### config.mk
export PLATFORM = sky130hd
export DESIGN_NAME = minimal_standard_lcg_range_draw_core
export DESIGN_NICKNAME = d
export VERILOG_FILES = /design/src/rtl/mslcg_pkg.sv /design/src/rtl/minimal_standard_lcg_range_draw_core.sv /design/src/rtl/mslcg_lcg_step.sv
export SDC_FILE = /design/constraint.sdc
export NUM_CORES = 1
export LEC_CHECK = 0
export CELL_PAD_IN_SITES_DETAIL_PLACEMENT = 0
export CELL_PAD_IN_SITES_GLOBAL_PLACEMENT = 2
export CORE_UTILIZATION = 41
export CTS_CLUSTER_DIAMETER = 80
export DETAILED_ROUTE_END_ITERATION = 16
export DONT_BUFFER_PORTS = 1
export HOLD_SLACK_MARGIN = 0.15
export PLACE_DENSITY_LB_ADDON = 0.1
export SYNTH_ARGS = -nofsm -noshare
export SYNTH_HDL_FRONTEND = slang
export SYNTH_HIERARCHICAL = 1
export SYNTH_SLANG_ARGS = --single-unit
### constraint.sdc
create_clock -name clk -period 7.4 [get_ports clk]
set_clock_uncertainty 0.15 [all_clocks]
set_input_delay 1.11 -clock clk [delete_from_list [all_inputs] [get_ports clk]]
set_output_delay 1.11 -clock clk [all_outputs]
set_load 0.01 [all_outputs]
### src/rtl/mslcg_pkg.sv
package mslcg_pkg;

  // Field widths
  localparam int VALUE_BITS = 16;
  localparam int STATE_BITS = 31;
  localparam int SPAN_BITS  = VALUE_BITS + 1;
  localparam int PROD_BITS  = SPAN_BITS + STATE_BITS;
  localparam int QSUM_BITS  = STATE_BITS + 1;
  localparam int CNT_BITS   = $clog2(SPAN_BITS);

  // Generator constants
  localparam int MUL_BITS     = 15;
  localparam int MUL_CNT_BITS = $clog2(MUL_BITS);
  localparam logic [STATE_BITS-1:0] LCG_MOD  = 31'h7FFF_FFFF;
  localparam logic [MUL_BITS-1:0]   LCG_MUL  = 15'd16807;
  localparam logic [STATE_BITS-1:0] SEED_RST = 31'd1;

  // Operation codes
  localparam logic OP_DRAW   = 1'b0;
  localparam logic OP_RELOAD = 1'b1;

  typedef struct packed {
    logic                          op;
    logic signed [VALUE_BITS-1:0]  range_low;
    logic signed [VALUE_BITS-1:0]  range_high;
  } in_item_t;

  typedef struct packed {
    logic signed [VALUE_BITS-1:0]  drawn_value;
    logic [STATE_BITS-1:0]         raw_state;
    logic                          range_error;
  } out_item_t;

endpackage

### src/rtl/minimal_standard_lcg_range_draw_core.sv
// Minimal standard generator (state' = 16807 * state mod 2^31-1) with an
// integer draw in [range_low, range_high], exactly floor(state * span /
// (2^31-1)) above range_low. A draw transfer returns one result: it runs the
// bit-serial modular multiply by 16807, hands the new state over, runs the
// bit-serial state * span product, applies the quotient correction and makes
// the final add into the output register. The input stalls for the whole draw
// and opens the cycle after the result is loaded, so no new draw is taken
// before the previous one is through; a draw that finishes while the previous
// result is still stalled in the output register waits in its last step until
// that result leaves. A reload transfer copies the seed register into the state
// and returns nothing. One draw is in flight at a time; a finished result may
// wait in the output register while the next item is taken. With range_low >
// range_high the draw returns range_low with range_error set, and the state
// still advances.
module minimal_standard_lcg_range_draw_core (
  input  logic                              clk,
  input  logic                              rst_n,
  input  logic                              in_valid,
  output logic                              in_stall,
  input  mslcg_pkg::in_item_t               in_data,
  output logic                              out_valid,
  input  logic                              out_stall,
  output mslcg_pkg::out_item_t              out_data,
  input  logic                              cfg_we,
  input  logic [mslcg_pkg::STATE_BITS-1:0]  cfg_wdata
);

  localparam logic [2:0] ST_IDLE  = 3'd0;
  localparam logic [2:0] ST_STEP  = 3'd1;
  localparam logic [2:0] ST_SCALE = 3'd2;
  localparam logic [2:0] ST_QUOT  = 3'd3;
  localparam logic [2:0] ST_FIN   = 3'd4;

  localparam int VB = mslcg_pkg::VALUE_BITS;
  localparam int SB = mslcg_pkg::STATE_BITS;
  localparam int PB = mslcg_pkg::PROD_BITS;
  localparam int NB = mslcg_pkg::SPAN_BITS;

  logic [2:0]                         fsm_r;
  logic [SB-1:0]                      seed_r;
  logic [SB-1:0]                      gen_state_r;
  logic signed [VB-1:0]               lo_r;
  logic [NB-1:0]                      span_r;
  logic                               err_r;
  logic [PB-1:0]                      prod_r, prod_nxt;
  logic [mslcg_pkg::CNT_BITS-1:0]     cnt_r;
  logic [NB-1:0]                      scaled_r;
  logic                               out_valid_r;
  mslcg_pkg::out_item_t               out_data_r;

  logic                               in_accept;
  logic                               out_free;
  logic                               step_start;
  logic                               step_done;
  logic [SB-1:0]                      step_state;
  logic [NB-1:0]                      span_in;
  logic                               err_in;
  logic [SB:0]                        add_sum;
  logic [NB-1:0]                      quot;
  logic [mslcg_pkg::QSUM_BITS-1:0]    qr_sum;
  logic                               qr_ge;

  assign in_stall   = (fsm_r != ST_IDLE);
  assign in_accept  = in_valid && !in_stall;
  assign out_free   = !out_valid_r || !out_stall;
  assign step_start = in_accept && (in_data.op == mslcg_pkg::OP_DRAW);

  mslcg_lcg_step u_step (
    .clk       (clk),
    .rst_n     (rst_n),
    .start     (step_start),
    .state_in  (gen_state_r),
    .done      (step_done),
    .state_out (step_state)
  );

  // Span and empty-range flag from the input fields
  always_comb begin
    span_in = {in_data.range_high[VB-1], in_data.range_high}
            - {in_data.range_low[VB-1], in_data.range_low} + NB'(1);
    err_in  = in_data.range_low > in_data.range_high;
  end

  // Serial product: add the state when the low multiplier bit is set, shift right
  always_comb begin
    add_sum  = {1'b0, prod_r[PB-1:NB]} + (prod_r[0] ? {1'b0, gen_state_r} : '0);
    prod_nxt = {add_sum, prod_r[NB-1:1]};
  end

  // floor(P / (2^31-1)) = q + (q + r >= 2^31-1), with P = q*2^31 + r
  always_comb begin
    quot   = prod_r[PB-1:SB];
    qr_sum = {{(mslcg_pkg::QSUM_BITS-NB){1'b0}}, quot} + {1'b0, prod_r[SB-1:0]};
    qr_ge  = qr_sum >= {1'b0, mslcg_pkg::LCG_MOD};
  end

  // Control
  always_ff @(posedge clk) begin
    if (!rst_n) begin
      fsm_r       <= ST_IDLE;
      seed_r      <= mslcg_pkg::SEED_RST;
      gen_state_r <= mslcg_pkg::SEED_RST;
      out_valid_r <= 1'b0;
    end else begin
      if (cfg_we) begin
        seed_r <= cfg_wdata;
      end
      // Drop the result once it transfers, unless a new one is loaded now
      if (out_valid_r && !out_stall && fsm_r != ST_FIN) begin
        out_valid_r <= 1'b0;
      end
      case (fsm_r)
        ST_IDLE: begin
          if (in_accept) begin
            if (in_data.op == mslcg_pkg::OP_RELOAD) begin
              gen_state_r <= seed_r;
            end else begin
              fsm_r <= ST_STEP;
            end
          end
        end
        ST_STEP: begin
          if (step_done) begin
            gen_state_r <= step_state;
            fsm_r       <= ST_SCALE;
          end
        end
        ST_SCALE: begin
          if (cnt_r == '0) begin
            fsm_r <= ST_QUOT;
          end
        end
        ST_QUOT: begin
          fsm_r <= ST_FIN;
        end
        ST_FIN: begin
          if (out_free) begin
            out_valid_r <= 1'b1;
            fsm_r       <= ST_IDLE;
          end
        end
        default: begin
          fsm_r <= ST_IDLE;
        end
      endcase
    end
  end

  // Datapath
  always_ff @(posedge clk) begin
    if (step_start) begin
      lo_r   <= in_data.range_low;
      span_r <= span_in;
      err_r  <= err_in;
    end
    if (fsm_r == ST_STEP && step_done) begin
      prod_r <= {{SB{1'b0}}, span_r};
      cnt_r  <= mslcg_pkg::CNT_BITS'(NB - 1);
    end else if (fsm_r == ST_SCALE) begin
      prod_r <= prod_nxt;
      cnt_r  <= cnt_r - 1'b1;
    end
    if (fsm_r == ST_QUOT) begin
      scaled_r <= quot + {{(NB-1){1'b0}}, qr_ge};
    end
    // Load the result
    if (fsm_r == ST_FIN && out_free) begin
      out_data_r.drawn_value <= err_r ? lo_r : lo_r + $signed(scaled_r[VB-1:0]);
      out_data_r.raw_state   <= gen_state_r;
      out_data_r.range_error <= err_r;
    end
  end

  assign out_valid = out_valid_r;
  assign out_data  = out_data_r;

endmodule

### src/rtl/mslcg_lcg_step.sv
module mslcg_lcg_step (
  input  logic                              clk,
  input  logic                              rst_n,
  input  logic                              start,
  input  logic [mslcg_pkg::STATE_BITS-1:0]  state_in,
  output logic                              done,
  output logic [mslcg_pkg::STATE_BITS-1:0]  state_out
);

  logic [mslcg_pkg::STATE_BITS-1:0]   acc_r, acc_nxt;
  logic [mslcg_pkg::STATE_BITS-1:0]   opnd_r;
  logic [mslcg_pkg::MUL_CNT_BITS-1:0] bit_cnt_r;
  logic                               run_r;
  logic                               done_r;

  logic [mslcg_pkg::STATE_BITS-1:0]   dbl;
  logic [mslcg_pkg::STATE_BITS-1:0]   addend;
  logic [mslcg_pkg::QSUM_BITS-1:0]    sum;
  logic [mslcg_pkg::STATE_BITS-1:0]   folded;

  // One multiplier bit per cycle, MSB first: acc = 2*acc + bit*opnd mod (2^31-1)
  always_comb begin
    dbl    = {acc_r[mslcg_pkg::STATE_BITS-2:0], acc_r[mslcg_pkg::STATE_BITS-1]};
    addend = mslcg_pkg::LCG_MUL[bit_cnt_r] ? opnd_r : '0;
    sum    = {1'b0, dbl} + {1'b0, addend};
    // fold the carry back in, since 2^31 is congruent to 1
    folded = sum[mslcg_pkg::STATE_BITS-1:0] +
             {{(mslcg_pkg::STATE_BITS-1){1'b0}}, sum[mslcg_pkg::STATE_BITS]};
    acc_nxt = (folded == mslcg_pkg::LCG_MOD) ? '0 : folded;
  end

  // Sequence control
  always_ff @(posedge clk) begin
    if (!rst_n) begin
      run_r  <= 1'b0;
      done_r <= 1'b0;
    end else begin
      if (start) begin
        run_r  <= 1'b1;
        done_r <= 1'b0;
      end else if (run_r && bit_cnt_r == '0) begin
        run_r  <= 1'b0;
        done_r <= 1'b1;
      end else begin
        done_r <= 1'b0;
      end
    end
  end

  // Datapath
  always_ff @(posedge clk) begin
    if (start) begin
      acc_r     <= '0;
      opnd_r    <= state_in;
      bit_cnt_r <= mslcg_pkg::MUL_CNT_BITS'(mslcg_pkg::MUL_BITS - 1);
    end else if (run_r) begin
      acc_r     <= acc_nxt;
      bit_cnt_r <= bit_cnt_r - 1'b1;
    end
  end

  assign done      = done_r;
  assign state_out = acc_r;

endmodule

==> results of run 1 <==
[state kept, by name, indices dropped and copies added (netlist names), named ones only]
| signal | count |
|---|---|
| u_step/run_r | 1 |
| lo_r | 16 |
| span_r | 17 |
| seed_r | 31 |
| prod_r | 48 |
| fsm_r | 3 |
| gen_state_r | 31 |
| out_valid | 1 |
| scaled_r | 16 |
| out_data | 48 |
| u_step/opnd_r | 31 |
| u_step/state_out | 31 |
| err_r | 1 |
| cnt_r | 5 |
| u_step/done | 1 |
| u_step/bit_cnt_r | 4 |
[path summary, 6_finish.rpt]
kind / startpoint / endpoint / slack [ps]
worst min-delay path: prod_r[29] / prod_r[29] / 330
worst max register to register: flip-flop / u_step/state_out[12] / 570
worst min register to register: prod_r[29] / prod_r[29] / 330
worst max-delay path: flip-flop / u_step/state_out[12] / 570
[power by group through the flow]
| stage | combinational (uW) | sequential [uW] | clock (uW) |
|---|---|---|---|
| floorplan | 1350 | 1890 | 0 |
| global placement | 1780 | 1980 | 0 |
| detailed placement | 1770 | 1980 | 0 |
| CTS | 1780 | 1940 | 1850 |
| global route | 1980 | 1960 | 1910 |
| finish | 1800 | 1940 | 1800 |
[cells by family after synthesis]
logic type	after synthesis	share of synthesized area, %
buffers and inverters	164	3.472
muxes	67	3.613
adders and majority gates	153	10.54
and+or+nand+nor	748	20.34
AOI/OAI and AO/OA	470	17.75
DFF	286	38.65
xor gates and xnor gates	118	5.639
[stage by stage]
stage | hold slack [ps] | area, um^2 | cells | total power, uW | worst slack (ps)
2_1_floorplan | 274.4 | 18590 | 2006 | 3234 | 1666
3_3_place_gp | 314.7 | 19220 | 2541 | 3751 | 647.7
3_5_place_dp | 318.7 | 19220 | 2541 | 3741 | 515.6
4_1_cts | 328.5 | 20440 | 2607 | 5573 | 490.5
5_1_grt | 355.8 | 20450 | 2608 | 5846 | 78.98
6_report | 329.2 | 20450 | 2608 | 5547 | 569.8
[cell type report]
type / instances / area [um^2]
clock inverter: 21 / 176.4
clock buffer: 45 / 1041
inverter: 85 / 319.1
multi-input combinational: 1556 / 10800
fill: 4388 / 24060
sequential: 286 / 7187
timing repair buffer: 23 / 185.2
tap: 592 / 740.7
[routing by layer]
metal  vias up  track usage, %  wire length (um)
li1       7295               -                 -
met5         -               0                40
met1      7241           37.56             29350
met4         6           5.738              1100
met2       359           35.15             23530
met3        70           4.232              3075
[worst register-to-register path: stages, from the launching register on]
cell	delay, ps
dfxtp_1	480
buf_4	340
and2_1	180
ha_1	300
a211oi_2	140
o31a_4	420
a21bo_1	240
a21o_1	220
a21boi_0	260
o21a_1	170
o21ai_0	130
nand2b_1	120
a21oi_1	70
o21bai_1	210
ha_1	230
and3_1	200
nand4_1	250
nand3b_1	300
nor4_4	390
nand4_2	240
nor3_1	280
xnor2_1	190
or4b_4	530
nor4_4	360
buf_12	210
o31ai_1	100
[what timing repair did]
item	CTS	global route
setup buffers	0	1
resized for setup	0	0
endpoints found under the setup margin	0	19
[synth_stat cells, drive strengths merged (46+ instances only)]
master | n | area share [%]
nor2b | 46 | 1.5
dfxtp | 140 | 15
mux2i | 66 | 3.6
and2 | 71 | 2.4
xnor2 | 74 | 3.6
inv | 85 | 1.7
edfxtp | 146 | 24
nand3 | 60 | 1.6
a21oi | 104 | 2.9
clkbuf | 61 | 1.2
nor2 | 104 | 2.1
o21ai | 114 | 3.1
nand2 | 262 | 5.3
ha | 147 | 9.9
==> metrics.md, run 1 <==
| Metric | Value |
|---|---|
| Status | finished, final reports clean |
| GR Util All Layers | between 20% and 30% |
| CTS tree | yes |
| Seq/Total Area, Yosys | between 30% and 40% |
| Post-synth EDFFs | 146 |
| FFs w/ async S/R, synth | 0% |
| CP max stage delay | 530 ps |
| Number of synthesized register bits | 286 |
| Detailed placer's ending HPWL | between 40 and 50 mm |
| Tcrit/Tclk final | 92.30% |
| Crit-path slowest cell | or4b_4 |
| Largest net degree at the start of global routing | 69 |
| PD cells | 271.3 nW/um^2 |
| IO Pins | 119 |
| Std-Cell Rows | 77 |
| GP Congestion | 0.8666 |
| Setup crit end kind | flip-flop |
| Die width | 215.0 um |
| Switch Pwr | around 2000 uW |
| Worst setup SP type | flip-flop |
| Synth warnings | 6 |
| DRT Wirelength | between 50 and 60 mm |
| Leading cell type in the layout, fill and taps excluded | nand2_1 |
| Total of max-cap violations | 0 |
| Fin Setup TNS | 0 ps |
| Mean Syn Cell Area | 9.269 um^2 |
| Worst hold stages | 2 |
| Vias/cell | 5.740 |
| Final net count | 2,210 |
| CTS buffer count | 36 |
| Total gr overflow | 0 |
| Die ar. | 46,210 um^2 |
| Global-route wire length before repair | roughly 86 mm |
| Min cycle time layout | 6830 ps |
| Clk_lat worst skew | roughly 550 ps |
| Relative slew slack | approximately 33% |
| Crit Path Max Fanout | 22 |
| Remaining antenna violation count | 0 |
| IO Port Bufs | 0 |
| Cts hold-fix bufs | 0 |
| Core area | ~45,000 um^2 |
| Combinational power share | 32.4% |
| Slew at the pin closest to its max-slew limit | 1008 ps |
| Leak | 0.008417 uW |
| Yosys cell types | 98 |
| RSZ-0062 raised after global routing | no |
| Final setup viols | 0 |
| Switching share of total power | 36.60% |
| WP data arrival | about 7100 ps |
| DRC errors left | 0 |
| Syn-to-layout area delta | 9.966% |
| Layout Utilization | a little under half |
| Ant. Diodes | 0 |
| Clock power frac | 32.5% |
| CP Buf/Inv Count | 2 |
| Share of cells above drive strength 1 | 6.448% |
| Mapped cell area | approximately 19,000 um^2 |
| FMAX | 0.1464 GHz |
| Vias | 14,970 |
| R2R cell count | 25 |
| Pint | 3517 uW |
| Clock tree sinks | 286 |
| Most used DFF post-synth | edfxtp_1 |
| Mean routed wirelength per cell | 21.89 um |
| Hold Crit Class | reg2reg |
| Initial antenna violation count | 7 |
| Htree depth | 2 |
| Chip height | 215.0 um |
| Seq pwr share | a little over a third |
| Initial DRC Count | 1,164 |
| Clk root buf | clkbuf_16 |
| Slew Viols, Final | 0 |
| Starting Density | 41.77% |
| Maximum vdd drop | 0.1523 mV |
| Most frequent cells in the layout | nand2_1, ha_1, edfxtp_1, dfxtp_1, nor2_1 |
| Pre-antenna DRT Iters | 5 |
| Vias in the first global route | roughly 14,000 |
| Syn_nets | 2,228 |
| CP Class | reg2reg |
| Critical Path RT | about 7700 ps |
| Hold Vio Cnt, Final | 0 |
| Clock Path Buffers | 3 |
| Clk slew on worst S/H paths | 60 ps |
| Kind of cell adding the most delay to the critical path | simple AND/OR/NAND/NOR gates |
| Crit path depth | 25 |
| Mapped Cells | about 2,000 |
No activity file was read; power rests on OpenSTA's default activity.
==> run 2: changes to the inputs <==
--- a/config.mk
+++ b/config.mk
@@ -7,7 +7,7 @@
 export LEC_CHECK = 0
 export CELL_PAD_IN_SITES_DETAIL_PLACEMENT = 0
 export CELL_PAD_IN_SITES_GLOBAL_PLACEMENT = 2
-export CORE_UTILIZATION = 41
+export CORE_UTILIZATION = 42
 export CTS_CLUSTER_DIAMETER = 80
 export DETAILED_ROUTE_END_ITERATION = 16
 export DONT_BUFFER_PORTS = 1
@@ -15,5 +15,4 @@
 export PLACE_DENSITY_LB_ADDON = 0.1
 export SYNTH_ARGS = -nofsm -noshare
 export SYNTH_HDL_FRONTEND = slang
-export SYNTH_HIERARCHICAL = 1
 export SYNTH_SLANG_ARGS = --single-unit
==> run 2 against run 1 <==
  * Register-to-register slack better by 150 ps
  * Synthesized area is 1.8% lower
  * Via count is 8.0% lower
  * Utilization is 0.70 points higher
  * Combinational power is 15% higher
  * Count of clock-buffer cells in the layout is 1 lower
  * Largest cell class unchanged
  * Sequential share of layout area is 0.71 points higher
  * First-iteration DRC count is 22% lower
  * Setup slack better by 150 ps
  * Sequential cell count stayed put
==> metrics.md, run 2 <==
| Metric | Value |
|---|---|
| Maximum vdd drop | 0.1628 mV (was 0.1523 mV) |
| Seq/Total Area, Yosys | 39.36% (was 38.65%) |
| FFs w/ async S/R, synth | 0% (unchanged) |
| Total of max-cap violations | 0 (unchanged) |
| Crit Path Max Fanout | 28 (was 22) |
| Clk_lat worst skew | 540 ps (was 550 ps) |
| Synth top area share | 24.01% (was 23.58%) |
| Met2 usage | 39.91% (was 35.15%) |
| Final setup viols | 0 (unchanged) |
| Vias | 13,770 (was 14,970) |
| Met1 Use GR | 29.16% (was 37.56%) |
| Fin Setup TNS | 0 ps (unchanged) |
| Post-synth EDFFs | 146 (unchanged) |
| Clock tree sinks | 286 (unchanged) |
| Dominant cells by area after synthesis | edfxtp_1, dfxtp_1, ha_1, nand2_1, mux2i_1 (unchanged) |
| Synth warnings | 0 (was 6) |
| Layout Utilization | 46.63% (was 45.94%) |
| Hold Crit Class | reg2reg (unchanged) |
| Mean routed wirelength per cell | 19.86 um (was 21.89 um) |
| Share of cells above drive strength 1 | 7.589% (was 6.448%) |
| Min cycle time layout | 6684 ps (was 6830 ps) |
| RSZ-0062 raised after global routing | no (unchanged) |
| GRT busiest layer | met2 (was met1) |
| Leak | 0.008464 uW (was 0.008417 uW) |
| IO Pins | 119 (unchanged) |
| DRT Wirelength | 50.08 mm (was 57.10 mm) |
| Setup crit end kind | flip-flop (unchanged) |
| Remaining antenna violation count | 0 (unchanged) |
| Synth area leader | edfxtp_1 (unchanged) |
| Initial antenna violation count | 1 (was 7) |
| DRC errors left | 0 (unchanged) |
| Cts hold-fix bufs | 0 (unchanged) |
| IO Port Bufs | 0 (unchanged) |
| Core area | 42,980 um^2 (was 44,510 um^2) |
| Largest net degree at the start of global routing | 68 (was 69) |
| Global-route wire length before repair | 77.09 mm (was 86.36 mm) |
| Mapped cell area | 18,260 um^2 (was 18,590 um^2) |
| Critical Path RT | 7670 ps (was 7650 ps) |
| Syn-to-layout area delta | 9.771% (was 9.966%) |
| PD cells | 288.2 nW/um^2 (was 271.3 nW/um^2) |
| Clk root buf | clkbuf_16 (unchanged) |
| FMAX | 0.1496 GHz (was 0.1464 GHz) |
| CTS buffer count | 35 (was 36) |
| Vias in the first global route | 13,330 (was 14,000) |
| Hold Vio Cnt, Final | 0 (unchanged) |
| CTS resizes | 0 (unchanged) |
| Vias/cell | 5.461 (was 5.740) |
| Initial DRC Count | 911 (was 1,164) |
| GP Congestion | 0.8937 (was 0.8666) |
| Final net count | 2,132 (was 2,210) |
| Die width | 210.5 um (was 215.0 um) |
| Placed Cells | 2,459 (was 2,541) |
| Status | finished, final reports clean (unchanged) |
| Worst setup SP type | flip-flop (unchanged) |
| Clk slew on worst S/H paths | 60 ps (about the same) |
| Ant. Diodes | 0 (unchanged) |
| Most frequent cell after synthesis | nand2_1 (unchanged) |
| Mapped Cells | 1,921 (was 2,006) |
| Chip height | 210.5 um (was 215.0 um) |
| Syn_nets | 2,142 (was 2,228) |
| Yosys cell types | 102 (was 98) |
| CTS tree | yes (unchanged) |
| Detailed placer's ending HPWL | 38.43 mm (was 43.52 mm) |
| Layout Cells excl Fill | 2,522 (was 2,608) |
| Die ar. | 44,310 um^2 (was 46,210 um^2) |
| Std-Cell Rows | 76 (was 77) |
| Most used DFF post-synth | edfxtp_1 (unchanged) |
| Most frequent cells in the layout | nand2_1, ha_1, edfxtp_1, dfxtp_1, a21oi_1 (was nand2_1, ha_1, edfxtp_1, dfxtp_1, nor2_1) |
| Mean Syn Cell Area | 9.505 um^2 (was 9.269 um^2) |
| Number of synthesized register bits | 286 (unchanged) |
| CP Class | reg2reg (unchanged) |
| Tcrit/Tclk final | 90.32% (was 92.30%) |
| GR Util All Layers | 22.59% (was 24.48%) |
| Leading cell type in the layout, fill and taps excluded | nand2_1 (unchanged) |
| Slew at the pin closest to its max-slew limit | 986.4 ps (was 1008 ps) |
| Starting Density | 42.48% (was 41.77%) |
| Most frequent cells after synthesis | nand2_1, edfxtp_1, ha_1, dfxtp_1, a21oi_1 (was nand2_1, ha_1, edfxtp_1, dfxtp_1, nor2_1) |
| Relative slew slack | 32.54% (was 32.77%) |
| Clock Path Buffers | 3 (unchanged) |
| WP data arrival | 6960 ps (was 7080 ps) |
| Met3 GRT Util | 3.054% (was 4.232%) |
| Total gr overflow | 0 (unchanged) |
| Slew Viols, Final | 0 (unchanged) |
| # Post-CTS Setup Buffers | 0 (unchanged) |
| Htree depth | 2 (unchanged) |
| Pre-antenna DRT Iters | 5 (unchanged) |
run 2: changes by cell type in the layout (fill, tap and decap cells not counted), moves of 15 or more:
cell | before | now
and3_1 | 29 | 12
o21ai_0 | 44 | 81
nand4_1 | 36 | 21
o21ai_1 | 70 | 11
nand2_1 | 261 | 240
o21ai_2 | 0 | 21
o31ai_1 | 28 | 10
run 2: kinds of logic (layout without fill, tap and decap cells):
kind of cell / Yosys count / in the layout / share of synthesized area (%)
muxes: 69 / 69 / 3.803
adders and majority gates: 152 / 152 / 10.66
and+or+nand+nor: 696 / 696 / 19.60
AOI/OAI and AO/OA: 439 / 439 / 17.04
buffers and inverters: 154 / 170 / 3.412
DFF: 286 / 286 / 39.36
xor gates and xnor gates: 125 / 125 / 6.119
run 2: worst paths after layout:
kind	startpoint	to	slack, ps	cells after the start
worst max-delay path	flip-flop	u_step.state_out[4]	720	25
worst min-delay path	prod_r[28]	prod_r[28]	330	2
worst max register to register	flip-flop	u_step.state_out[4]	720	25
worst min register to register	prod_r[28]	prod_r[28]	330	2
run 2: routing by layer:
layer	wire, um	part of all wire (%)	vias up
met1	22850	46	6585
met3	1465	2.9	52
met4	886	1.8	0
met5	0	0	-
li1	-	-	6936
met2	24880	50	200
run 2: layout make-up:
type	instances	area [um^2]
clock buffer	44	952.2
clock inverter	19	209.0
fill	4212	22940
inverter	89	334.1
multi-input combinational	1481	10480
sequential	286	7187
tap	585	732.0
timing repair buffer	18	147.6
run 2: worst max-delay path, cell delays in order (launching register included):
cell	delay [ps]
dfxtp_1	760
and2_1	220
ha_1	470
or2_1	190
a21oi_1	100
a211oi_2	350
o2111ai_1	210
nand2_1	150
o22ai_1	100
nor2b_1	110
o21ai_0	70
nand2b_1	150
ha_1	190
ha_1	200
o211ai_1	130
nor4_2	300
nand3_1	230
nor3_1	520
nand4_1	230
xnor2_1	300
o2111ai_1	170
nor4_1	350
nand4_2	220
o31ai_4	290
buf_12	270
o21ai_1	100
run 2: through the flow:
step	hold slack (ps)	power (uW)	worst slack, ps	cell area (um^2)
global route	351.1	6099	39.32	20040
global placement	325.8	4068	868.3	18880
floorplan	284.0	3519	1908	18260
detailed placement	325.9	4056	660.1	18880
CTS	335.2	5828	617.7	20040
finish	332.2	5777	716.1	20040
run 2: power by group:
part           total, uW  leakage, uW  internal (uW)  switching [uW]
combinational       2070      0.00539            778            1290
sequential          1970      0.00250           1810             163
clock               1740     0.000569           1060             682
total               5780      0.00846           3640            2140
